`src/sv/limit_order_book_matcher_macros.svh`:
```
// assertion helpers for the order book matcher
`ifndef LIMIT_ORDER_BOOK_MATCHER_MACROS_SVH
`define LIMIT_ORDER_BOOK_MATCHER_MACROS_SVH
`ifndef SYNTHESIS
`define LOBM_ASSERT(lbl, prop) \
  lbl: assert property (@(posedge clk) disable iff (!rst_n) prop) else $error("lobm check failed");
`define LOBM_ASSERT_IMP(lbl, a, b) \
  `LOBM_ASSERT(lbl, (a) |-> (b))
`else
`define LOBM_ASSERT(lbl, prop)
`define LOBM_ASSERT_IMP(lbl, a, b)
`endif
`endif

```
`src/sv/lobm_pkg.sv`:
```
package lobm_pkg;

  typedef struct packed {
    logic        valid;
    logic        side;
    logic [31:0] price;
    logic [23:0] qty;
    logic [31:0] id;
  } entry_t;

  typedef enum logic [1:0] {
    ST_IDLE,
    ST_PASS,
    ST_DECIDE
  } state_t;

  typedef enum logic [1:0] {
    MODE_CANCEL,
    MODE_SEARCH,
    MODE_INSERT,
    MODE_REJECT
  } mode_t;

  localparam logic [3:0] EV_TRADE     = 4'd0;
  localparam logic [3:0] EV_RESTED    = 4'd1;
  localparam logic [3:0] EV_COMPLETE  = 4'd2;
  localparam logic [3:0] EV_MKT_CXL   = 4'd3;
  localparam logic [3:0] EV_CANCELLED = 4'd4;
  localparam logic [3:0] EV_NOT_FOUND = 4'd5;
  localparam logic [3:0] EV_BAD_QTY   = 4'd6;
  localparam logic [3:0] EV_BAD_PRICE = 4'd7;
  localparam logic [3:0] EV_BOOK_FULL = 4'd8;
  localparam logic [3:0] EV_IDS_OUT   = 4'd9;

  localparam logic KIND_ADD    = 1'b0;
  localparam logic KIND_CANCEL = 1'b1;
  localparam logic SIDE_BUY    = 1'b0;

endpackage

```
`src/sv/lobm_cell.sv`:
```
module lobm_cell (
  input  logic            clk,
  input  logic            rst_n,
  input  logic            en,
  input  lobm_pkg::entry_t d,
  output lobm_pkg::entry_t q
);
  import lobm_pkg::*;

  logic   valid_r;
  entry_t data_r;

  // only the valid bit needs reset
  always_ff @(posedge clk) begin
    if (!rst_n) begin
      valid_r <= 1'b0;
    end else if (en) begin
      valid_r <= d.valid;
    end
  end

  always_ff @(posedge clk) begin
    if (en) begin
      data_r <= d;
    end
  end

  always_comb begin
    q       = data_r;
    q.valid = valid_r;
  end

endmodule

```
`src/sv/limit_order_book_matcher.sv`:
```
// price-time priority order book. the book is a ring of BOOK_DEPTH cells that rotates one
// cell per cycle while in a pass, past a single compare/update point at the head. every
// operation is done in passes over the whole ring: a cancel takes one pass, an add takes
// one pass per trade plus one (the pass that applies the last fill and finds nothing more),
// one more pass if a limit remainder has to rest, and a rejected add takes none. each result
// word is written in a decide step that waits while the output register is full and not
// being read. results leave through a one-word output register; the next input word is
// taken once the previous one has been fully answered.
`include "limit_order_book_matcher_macros.svh"
module limit_order_book_matcher #(
  parameter int BOOK_DEPTH = 32
) (
  input  logic        clk,
  input  logic        rst_n,
  input  logic        in_valid,
  output logic        in_ready,
  input  logic        in_kind,
  input  logic        in_side,
  input  logic        in_is_market,
  input  logic [31:0] in_price_ticks,
  input  logic [23:0] in_quantity,
  input  logic [31:0] in_cancel_id,
  output logic        out_valid,
  input  logic        out_ready,
  output logic [3:0]  out_event_res,
  output logic [31:0] out_order_id,
  output logic [31:0] out_buy_id,
  output logic [31:0] out_sell_id,
  output logic [31:0] out_trade_price,
  output logic [23:0] out_trade_qty,
  output logic        out_aggressor,
  output logic [23:0] out_left_qty,
  output logic        out_last
);
  import lobm_pkg::*;

  localparam int CW = $clog2(BOOK_DEPTH);
  localparam logic [CW-1:0] CNT_LAST = CW'(BOOK_DEPTH - 1);

  // ring of cells, head is cell 0, tail takes the processed head word
  entry_t cell_q [BOOK_DEPTH];
  entry_t head_mod;
  logic   rot;

  genvar g;
  generate
    for (g = 0; g < BOOK_DEPTH; g++) begin : g_cell
      entry_t cell_d;
      if (g == BOOK_DEPTH - 1) begin : g_tail
        assign cell_d = head_mod;
      end else begin : g_mid
        assign cell_d = cell_q[g+1];
      end
      lobm_cell u_cell (
        .clk  (clk),
        .rst_n(rst_n),
        .en   (rot),
        .d    (cell_d),
        .q    (cell_q[g])
      );
    end
  endgenerate

  // control and operation registers
  state_t      state_r, state_nxt;
  mode_t       mode_r, mode_nxt;
  logic [CW-1:0] cnt_r, cnt_nxt;
  logic        side_r, side_nxt;
  logic        mkt_r, mkt_nxt;
  logic [31:0] price_r, price_nxt;
  logic [23:0] rem_r, rem_nxt;
  logic [31:0] cid_r, cid_nxt;
  logic [31:0] id_r, id_nxt;
  logic [31:0] next_id_r, next_id_nxt;
  logic [3:0]  rej_ev_r, rej_ev_nxt;
  // fill waiting to be applied to the resting order during the next pass
  logic        pend_r, pend_nxt;
  logic [31:0] pend_id_r, pend_id_nxt;
  logic [23:0] pend_q_r, pend_q_nxt;
  // best opposite order seen so far in the current pass
  logic        best_found_r, best_found_nxt;
  logic [31:0] best_price_r, best_price_nxt;
  logic [31:0] best_id_r, best_id_nxt;
  logic [23:0] best_qty_r, best_qty_nxt;
  // cancel hit or insert done during the pass
  logic        hit_r, hit_nxt;
  logic [23:0] hit_qty_r, hit_qty_nxt;

  // output register
  logic        out_valid_r, out_valid_nxt;
  logic [3:0]  ev_r, ev_nxt;
  logic [31:0] oid_r, oid_nxt;
  logic [31:0] bid_r, bid_nxt;
  logic [31:0] sid_r, sid_nxt;
  logic [31:0] px_r, px_nxt;
  logic [23:0] tq_r, tq_nxt;
  logic        agg_r, agg_nxt;
  logic [23:0] left_r, left_nxt;
  logic        last_r, last_nxt;

  logic accept;
  logic emit_ok;
  logic in_reject;
  logic cand;
  logic better;
  logic [23:0] fill_q;

  assign in_ready  = (state_r == ST_IDLE);
  assign accept    = in_valid && in_ready;
  assign emit_ok   = !out_valid_r || out_ready;
  assign rot       = (state_r == ST_PASS);
  assign in_reject = (in_quantity == 24'd0) || (!in_is_market && in_price_ticks == 32'd0)
                     || (next_id_r == 32'd0);
  assign fill_q    = (rem_r < best_qty_r) ? rem_r : best_qty_r;

  // next state
  always_comb begin
    state_nxt = state_r;
    case (state_r)
      ST_IDLE: begin
        if (accept) begin
          if (in_kind == KIND_ADD && in_reject) state_nxt = ST_DECIDE;
          else state_nxt = ST_PASS;
        end
      end
      ST_PASS: begin
        if (cnt_r == CNT_LAST) state_nxt = ST_DECIDE;
      end
      ST_DECIDE: begin
        if (emit_ok) begin
          if (mode_r == MODE_SEARCH) begin
            if (rem_r == 24'd0) state_nxt = ST_IDLE;
            else if (best_found_r) state_nxt = ST_PASS;
            else if (mkt_r) state_nxt = ST_IDLE;
            else state_nxt = ST_PASS;
          end else begin
            state_nxt = ST_IDLE;
          end
        end
      end
      default: state_nxt = ST_IDLE;
    endcase
  end

  // head processing: apply pending fill, then cancel, insert or search
  always_comb begin
    head_mod       = cell_q[0];
    hit_nxt        = hit_r;
    hit_qty_nxt    = hit_qty_r;
    best_found_nxt = best_found_r;
    best_price_nxt = best_price_r;
    best_id_nxt    = best_id_r;
    best_qty_nxt   = best_qty_r;
    cand           = 1'b0;
    better         = 1'b0;
    if (pend_r && head_mod.valid && head_mod.id == pend_id_r) begin
      head_mod.qty = head_mod.qty - pend_q_r;
      if (head_mod.qty == 24'd0) head_mod.valid = 1'b0;
    end
    case (mode_r)
      MODE_CANCEL: begin
        if (head_mod.valid && head_mod.id == cid_r && !hit_r) begin
          hit_nxt        = 1'b1;
          hit_qty_nxt    = head_mod.qty;
          head_mod.valid = 1'b0;
        end
      end
      MODE_INSERT: begin
        if (!head_mod.valid && !hit_r) begin
          head_mod.valid = 1'b1;
          head_mod.side  = side_r;
          head_mod.price = price_r;
          head_mod.qty   = rem_r;
          head_mod.id    = id_r;
          hit_nxt        = 1'b1;
        end
      end
      MODE_SEARCH: begin
        cand = head_mod.valid && head_mod.side != side_r && rem_r != 24'd0
               && (mkt_r || (side_r == SIDE_BUY ? head_mod.price <= price_r
                                                : head_mod.price >= price_r));
        if (!best_found_r) better = 1'b1;
        else if (head_mod.price == best_price_r) better = head_mod.id < best_id_r;
        else better = (side_r == SIDE_BUY) ? head_mod.price < best_price_r
                                           : head_mod.price > best_price_r;
        if (cand && better) begin
          best_found_nxt = 1'b1;
          best_price_nxt = head_mod.price;
          best_id_nxt    = head_mod.id;
          best_qty_nxt   = head_mod.qty;
        end
      end
      default: ;
    endcase
    if (state_r != ST_PASS) begin
      hit_nxt        = hit_r;
      hit_qty_nxt    = hit_qty_r;
      best_found_nxt = best_found_r;
      best_price_nxt = best_price_r;
      best_id_nxt    = best_id_r;
      best_qty_nxt   = best_qty_r;
    end
  end

  // operation registers and result words
  always_comb begin
    mode_nxt    = mode_r;
    cnt_nxt     = cnt_r;
    side_nxt    = side_r;
    mkt_nxt     = mkt_r;
    price_nxt   = price_r;
    rem_nxt     = rem_r;
    cid_nxt     = cid_r;
    id_nxt      = id_r;
    next_id_nxt = next_id_r;
    rej_ev_nxt  = rej_ev_r;
    pend_nxt    = pend_r;
    pend_id_nxt = pend_id_r;
    pend_q_nxt  = pend_q_r;

    out_valid_nxt = out_valid_r && !out_ready;
    ev_nxt   = ev_r;
    oid_nxt  = oid_r;
    bid_nxt  = bid_r;
    sid_nxt  = sid_r;
    px_nxt   = px_r;
    tq_nxt   = tq_r;
    agg_nxt  = agg_r;
    left_nxt = left_r;
    last_nxt = last_r;

    case (state_r)
      ST_IDLE: begin
        if (accept) begin
          side_nxt  = in_side;
          mkt_nxt   = in_is_market;
          price_nxt = in_price_ticks;
          rem_nxt   = in_quantity;
          cid_nxt   = in_cancel_id;
          pend_nxt  = 1'b0;
          cnt_nxt   = '0;
          if (in_kind == KIND_CANCEL) begin
            mode_nxt = MODE_CANCEL;
          end else if (in_reject) begin
            mode_nxt = MODE_REJECT;
            if (in_quantity == 24'd0) rej_ev_nxt = EV_BAD_QTY;
            else if (!in_is_market && in_price_ticks == 32'd0) rej_ev_nxt = EV_BAD_PRICE;
            else rej_ev_nxt = EV_IDS_OUT;
          end else begin
            mode_nxt    = MODE_SEARCH;
            id_nxt      = next_id_r;
            next_id_nxt = next_id_r + 32'd1;
          end
        end
      end
      ST_PASS: begin
        cnt_nxt = cnt_r + 1'b1;
        if (cnt_r == CNT_LAST) begin
          cnt_nxt  = '0;
          pend_nxt = 1'b0;
        end
      end
      ST_DECIDE: begin
        if (emit_ok) begin
          out_valid_nxt = 1'b1;
          oid_nxt  = id_r;
          bid_nxt  = '0;
          sid_nxt  = '0;
          px_nxt   = '0;
          tq_nxt   = '0;
          agg_nxt  = side_r;
          left_nxt = rem_r;
          last_nxt = 1'b1;
          case (mode_r)
            MODE_CANCEL: begin
              oid_nxt  = cid_r;
              agg_nxt  = 1'b0;
              ev_nxt   = hit_r ? EV_CANCELLED : EV_NOT_FOUND;
              left_nxt = hit_r ? hit_qty_r : 24'd0;
            end
            MODE_REJECT: begin
              ev_nxt   = rej_ev_r;
              oid_nxt  = '0;
              left_nxt = '0;
            end
            MODE_INSERT: begin
              ev_nxt = hit_r ? EV_RESTED : EV_BOOK_FULL;
            end
            MODE_SEARCH: begin
              if (rem_r == 24'd0) begin
                ev_nxt = EV_COMPLETE;
              end else if (best_found_r) begin
                // one fill against the best opposite order
                ev_nxt      = EV_TRADE;
                last_nxt    = 1'b0;
                bid_nxt     = (side_r == SIDE_BUY) ? id_r : best_id_r;
                sid_nxt     = (side_r == SIDE_BUY) ? best_id_r : id_r;
                px_nxt      = best_price_r;
                tq_nxt      = fill_q;
                left_nxt    = rem_r - fill_q;
                rem_nxt     = rem_r - fill_q;
                pend_nxt    = 1'b1;
                pend_id_nxt = best_id_r;
                pend_q_nxt  = fill_q;
              end else if (mkt_r) begin
                ev_nxt = EV_MKT_CXL;
              end else begin
                // limit remainder goes looking for a free cell
                out_valid_nxt = out_valid_r && !out_ready;
                mode_nxt      = MODE_INSERT;
              end
            end
            default: ;
          endcase
        end
      end
      default: ;
    endcase
  end

  // best and hit trackers restart at every pass boundary
  logic pass_start;
  assign pass_start = (state_nxt == ST_PASS) && (state_r != ST_PASS);

  always_ff @(posedge clk) begin
    if (!rst_n) begin
      state_r      <= ST_IDLE;
      mode_r       <= MODE_SEARCH;
      cnt_r        <= '0;
      next_id_r    <= 32'd1;
      pend_r       <= 1'b0;
      best_found_r <= 1'b0;
      hit_r        <= 1'b0;
      out_valid_r  <= 1'b0;
    end else begin
      state_r      <= state_nxt;
      mode_r       <= mode_nxt;
      cnt_r        <= cnt_nxt;
      next_id_r    <= next_id_nxt;
      pend_r       <= pend_nxt;
      best_found_r <= pass_start ? 1'b0 : best_found_nxt;
      hit_r        <= pass_start ? 1'b0 : hit_nxt;
      out_valid_r  <= out_valid_nxt;
    end
  end

  always_ff @(posedge clk) begin
    side_r       <= side_nxt;
    mkt_r        <= mkt_nxt;
    price_r      <= price_nxt;
    rem_r        <= rem_nxt;
    cid_r        <= cid_nxt;
    id_r         <= id_nxt;
    rej_ev_r     <= rej_ev_nxt;
    pend_id_r    <= pend_id_nxt;
    pend_q_r     <= pend_q_nxt;
    best_price_r <= best_price_nxt;
    best_id_r    <= best_id_nxt;
    best_qty_r   <= best_qty_nxt;
    hit_qty_r    <= hit_qty_nxt;
    ev_r         <= ev_nxt;
    oid_r        <= oid_nxt;
    bid_r        <= bid_nxt;
    sid_r        <= sid_nxt;
    px_r         <= px_nxt;
    tq_r         <= tq_nxt;
    agg_r        <= agg_nxt;
    left_r       <= left_nxt;
    last_r       <= last_nxt;
  end

  assign out_valid       = out_valid_r;
  assign out_event_res   = ev_r;
  assign out_order_id    = oid_r;
  assign out_buy_id      = bid_r;
  assign out_sell_id     = sid_r;
  assign out_trade_price = px_r;
  assign out_trade_qty   = tq_r;
  assign out_aggressor   = agg_r;
  assign out_left_qty    = left_r;
  assign out_last        = last_r;

  `LOBM_ASSERT_IMP(a_cnt_idle, state_r != ST_PASS, cnt_r == '0)
  `LOBM_ASSERT(a_pass_end, (state_r == ST_PASS && cnt_r == CNT_LAST) |=> state_r == ST_DECIDE)
  `LOBM_ASSERT_IMP(a_trade_qty, out_valid_r && ev_r == EV_TRADE, tq_r != 24'd0 && !last_r)
  `LOBM_ASSERT_IMP(a_pend_search, pend_r, mode_r == MODE_SEARCH || mode_r == MODE_INSERT)

endmodule
```
`config.mk`:
```
export PLATFORM = sky130hd
export DESIGN_NAME = limit_order_book_matcher
export DESIGN_NICKNAME = d
export VERILOG_FILES = /design/src/sv/lobm_pkg.sv /design/src/sv/lobm_cell.sv /design/src/sv/limit_order_book_matcher.sv
export VERILOG_INCLUDE_DIRS = /design/src /design/src/sv
export SDC_FILE = /design/constraint.sdc
export NUM_CORES = 2
export LEC_CHECK = 0
export ABC_CLOCK_PERIOD_IN_PS = 82400
export BUFFER_PORTS_ARGS = -buffer_cell sky130_fd_sc_hd__buf_2
export CORE_MARGIN = 8
export CORE_UTILIZATION = 55
export DETAILED_ROUTE_END_ITERATION = 8
export PLACE_DENSITY = 0.74
export SETUP_SLACK_MARGIN = 0.2
export SLEW_MARGIN = 20
export SYNTH_ARGS = -nofsm -noshare
export SYNTH_HDL_FRONTEND = slang
export SYNTH_SLANG_ARGS = --single-unit
```
`constraint.sdc`:
```
create_clock -name clk -period 82.4 [get_ports clk]
set_clock_uncertainty 0.15 [all_clocks]
set_input_delay 4.12 -clock clk [delete_from_list [all_inputs] [get_ports clk]]
set_output_delay 4.12 -clock clk [all_outputs]
set_load 0.05 [all_outputs]
```
==> out/qor.txt <==
Asr flop ratio synth: 0%
WS Path Type: reg -> reg
Cell mode on critical path: buf_4
Number of synthesized flops with an enable pin: 3323
# hold bufs at CTS: 0
Top_reg_cell synth: edfxtp_1
Power Dens Cells: 28.6 nW/um^2
Synth unique cells: 84
Setup crit end: g_cell[11].u_cell.q[80]
Crit. Startpoint: state_r[0]
Critical R2R Capture: g_cell[11].u_cell.q[80]
Worst-path fanout max: 202
DIE WIDTH: 474 um
Dpl hpwl: 128 mm
Footprint of the multi-input gates: 12800 um^2
Largest cells by area after synthesis: edfxtp_1 (87%), ha_1 (1.7%), dfxtp_1 (1.3%), mux2_2 (0.98%), nand2_1 (0.74%)
Final period util: 9.25%
HP Start: g_cell[8].u_cell.q[85]
Sequential Area: 101000 um^2
Register-to-Register Path Depth: 9
Startpoint types: register
RSZ-0062 raised after global routing: false
Final count of pins violating max slew: 0
Via density: 5.48
Initial Utilization: 55.2%
Reg2reg start: state_r[0]
Die ar.: 224000 um^2
Lkg Pwr: 45.0 nW
Yosys top cell by area: edfxtp_1
Total global routing overflow: 0
Finished Layout Cells: 9148
Final Hold Vio Count: 0
Yosys warnings: 0
Ratio of cells with drive above 1 in the final layout: 15.3%
Routed WL per cell: 23.7 um
Largest stage delay, worst path: 950 ps
Clk root buf: clkbuf_16
PostCTS Resize Cnt: 0
Type of the tightest min-delay check: reg -> reg
Max-slew headroom: 19.7%
Buffer count from post-CTS setup fixing: 0
Fillers: 13800
Post-synthesis cell count: 5518
Fin nets: 6345
DRC Markers: 0
Largest buffer count on any clock path: 4
Worst-Skew Late Latency: 940 ps
Peak supply drop: 25.1 uV
Status: finished, final reports clean
Largest net degree at the start of global routing: 203
Total wire length: 216 mm
Critical path endpoint category: register
CP arrival: 8030 ps
Buffers on Ports: 278
R2R Setup Slk: 74780 ps
Count of final setup violators: 0
Worst EP required: 82810 ps
Initial antenna violation count: 20
Hold path cells: 0
Vias in the first global route: 49900
Core box area: 209000 um^2
Initial DRC count: 4766
Maxcap violations: 0
# clock sinks: 3400
Top cell type's share of synthesized area: 86.6%
Worst Path Buf+Inv: 8
Mean post-synth cell area: 20.9 um^2
Crit-path cells: nand2b_1 > buf_4 > inv_8 > buf_4 > buf_12 > buf_4 > buf_4 > buf_4 > buf_4
Max Clk Rate: 131 MHz
DR pass1 iterations: 6
Die height: 474 um
RD Place Congestion: 0.876
CTS clk-pin slew, worst paths: 60 ps
H-tree depth reported by CTS: 5
Final min period: 7620 ps
Slew at the pin with the worst max-slew slack: 1200 ps
GRT Util Overall: 19.0%
Routed vias: 50100
Syn-to-layout area delta: 13.8%
Crit path depth: 9
Sequential share of the synthesized area: 87.9%
First-pass GRT wire length: 320 mm
Cell row count: 168
Syn_nets: 5776
Post-Place Cells: 8552
Synthesized cell area: 115000 um^2
Seq cells post-synth: 3400
ANT nets after route: 0
CTS tree: yes
Crit-path slowest cell: buf_4
CTS Buf Count: 336
Setup TNS: 0 ps
Cell family with most CP delay: buffers and inverters
Num ports: 279
state kept, by name, indices dropped and copies added (netlist names), 5 cells and up:
| signal | flops |
|---|---|
| best_qty_r | 24 |
| out_left_qty | 24 |
| best_id_r | 32 |
| cid_r | 32 |
| id_r | 32 |
| price_r | 32 |
| out_trade_price | 32 |
| out_buy_id | 32 |
| g_cell.u_cell.valid_r | 32 |
| out_trade_qty | 24 |
| pend_q_r | 24 |
| hit_qty_r | 24 |
| next_id_r | 32 |
| g_cell.u_cell.q | 2848 |
| rem_r | 24 |
| best_price_r | 32 |
| pend_id_r | 32 |
| out_order_id | 32 |
| out_sell_id | 32 |
| cnt_r | 5 |
layout by cell type (no fill, tap or decap), types with 14 or more instances in the layout:
cell        synthesis  routed
a21oi_1           125     124
o21ai_0           102     101
nor2_1            202     199
or3_1              14      14
a21o_1             36      36
and3_1             29      29
buf_2              10     277
xor2_1             57      57
mux2_2            100     100
ha_1              161     161
clkinv_2            0      46
clkinvlp_4          0      17
dfxtp_1            77      77
o21a_1             16      16
clkinv_1            1      59
bufinv_16           0      39
nand3_1            59      59
and2_1             52      52
nand2_1           228     228
a31oi_1            22      22
a22o_1             32      32
edfxtp_1         3323    3323
nor3_1             36      33
o31ai_1            14      14
nand2b_1           33      31
clkbuf_16           0     342
mux2i_1            83      83
nor2b_1            25      23
xnor2_1            65      65
nor4_1             38      37
nand4_1            50      50
clkbuf_1           96      66
buf_4               0      66
o211ai_1           21      21
a21boi_0           45      44
inv_1             197     194
area by class of cell:
type,count,area share (%)
tap,2805,2.68
clock inverter,177,1.48
clock buffer,412,6.75
antenna,5,0.00954
inverter,199,0.584
multi-input combinational,1801,9.74
timing repair buffer,349,1.52
sequential,3400,77.2
logic make-up (layout without fill, tap and decap cells):
family | after synthesis | count (layout) | synth area share, %
compound gates | 518 | 518 | 3.00
xor+xnor | 122 | 122 | 0.927
fa+ha+maj | 163 | 163 | 1.78
buf+inv | 317 | 1137 | 1.06
flops | 3400 | 3400 | 87.9
mux | 199 | 199 | 1.95
other cells | 0 | 5 | 0
simple gates | 799 | 799 | 3.35
worst min-delay path by stage:
stage | endpoint | slack [ps]
3_3_place_gp | g_cell[1].u_cell.q[58] | 250
4_1_cts | g_cell[7].u_cell.q[85] | 190
5_1_grt | g_cell[17].u_cell.q[43] | 210
6_report | g_cell[7].u_cell.q[85] | 200
3_5_place_dp | g_cell[0].u_cell.q[35] | 250
2_1_floorplan | g_cell[0].u_cell.q[0] | 250
worst register-to-register path, stage by stage, from the launching register on:
cell      delay, ps
dfxtp_1         520
nand2b_1         90
buf_4           260
inv_8           600
buf_4           930
buf_12          750
buf_4          1110
buf_4           890
buf_4           920
buf_4          1010
where the power goes:
part	total, W	leakage [nW]	switching [W]	internal (W)
Sequential	0.00210	31.9	0.0000446	0.00205
Clock	0.00151	5.24	0.000624	0.000887
Combinational	0.000141	7.86	0.000107	0.0000340
metrics by stage:
stage	util [%]	setup slack [ps]	instance area, um^2	hold WS, ps	power [W]
after floorplan	-	246	115000	250	0.00267
after global placement	57.6	74080	120000	250	0.00226
after detailed placement	57.6	73710	120000	255	0.00227
after CTS	62.7	73790	131000	195	0.00378
after global routing	62.8	74200	131000	214	0.00387
final	62.8	74780	131000	200	0.00375
routing by layer:
layer	up-vias	wire length (um)	GRT usage, %
met5	-	0	0
met4	0	9560	8.20
met3	395	13200	3.61
met2	1647	99000	28.6
met1	25500	94700	27.7
li1	22600	-	-
cells in the mapped netlist (6+ instances only):
library cell,number
o21a_1,16
and4_1,9
nand2b_1,33
buf_1,8
a211o_1,7
xor2_1,57
nor4_1,38
ha_1,161
inv_1,197
o2111ai_1,7
nand3b_1,6
o21ai_0,102
a31oi_1,22
mux4_2,6
nand4_1,50
and3_1,29
nor2_1,202
nand2_1,228
buf_2,10
and2_1,52
a31o_2,6
o31ai_1,14
a221oi_1,9
or3_1,14
dfxtp_1,77
clkbuf_1,96
a21o_1,36
a22oi_1,8
o211ai_1,21
a21oi_1,125
nand3_1,59
a2111oi_0,6
mux2i_1,83
mux2_4,10
nor2b_1,25
xnor2_1,65
a22o_1,32
edfxtp_1,3323
mux2_2,100
a21boi_0,45
nor3_1,36
(Power assumes the default switching activity.)
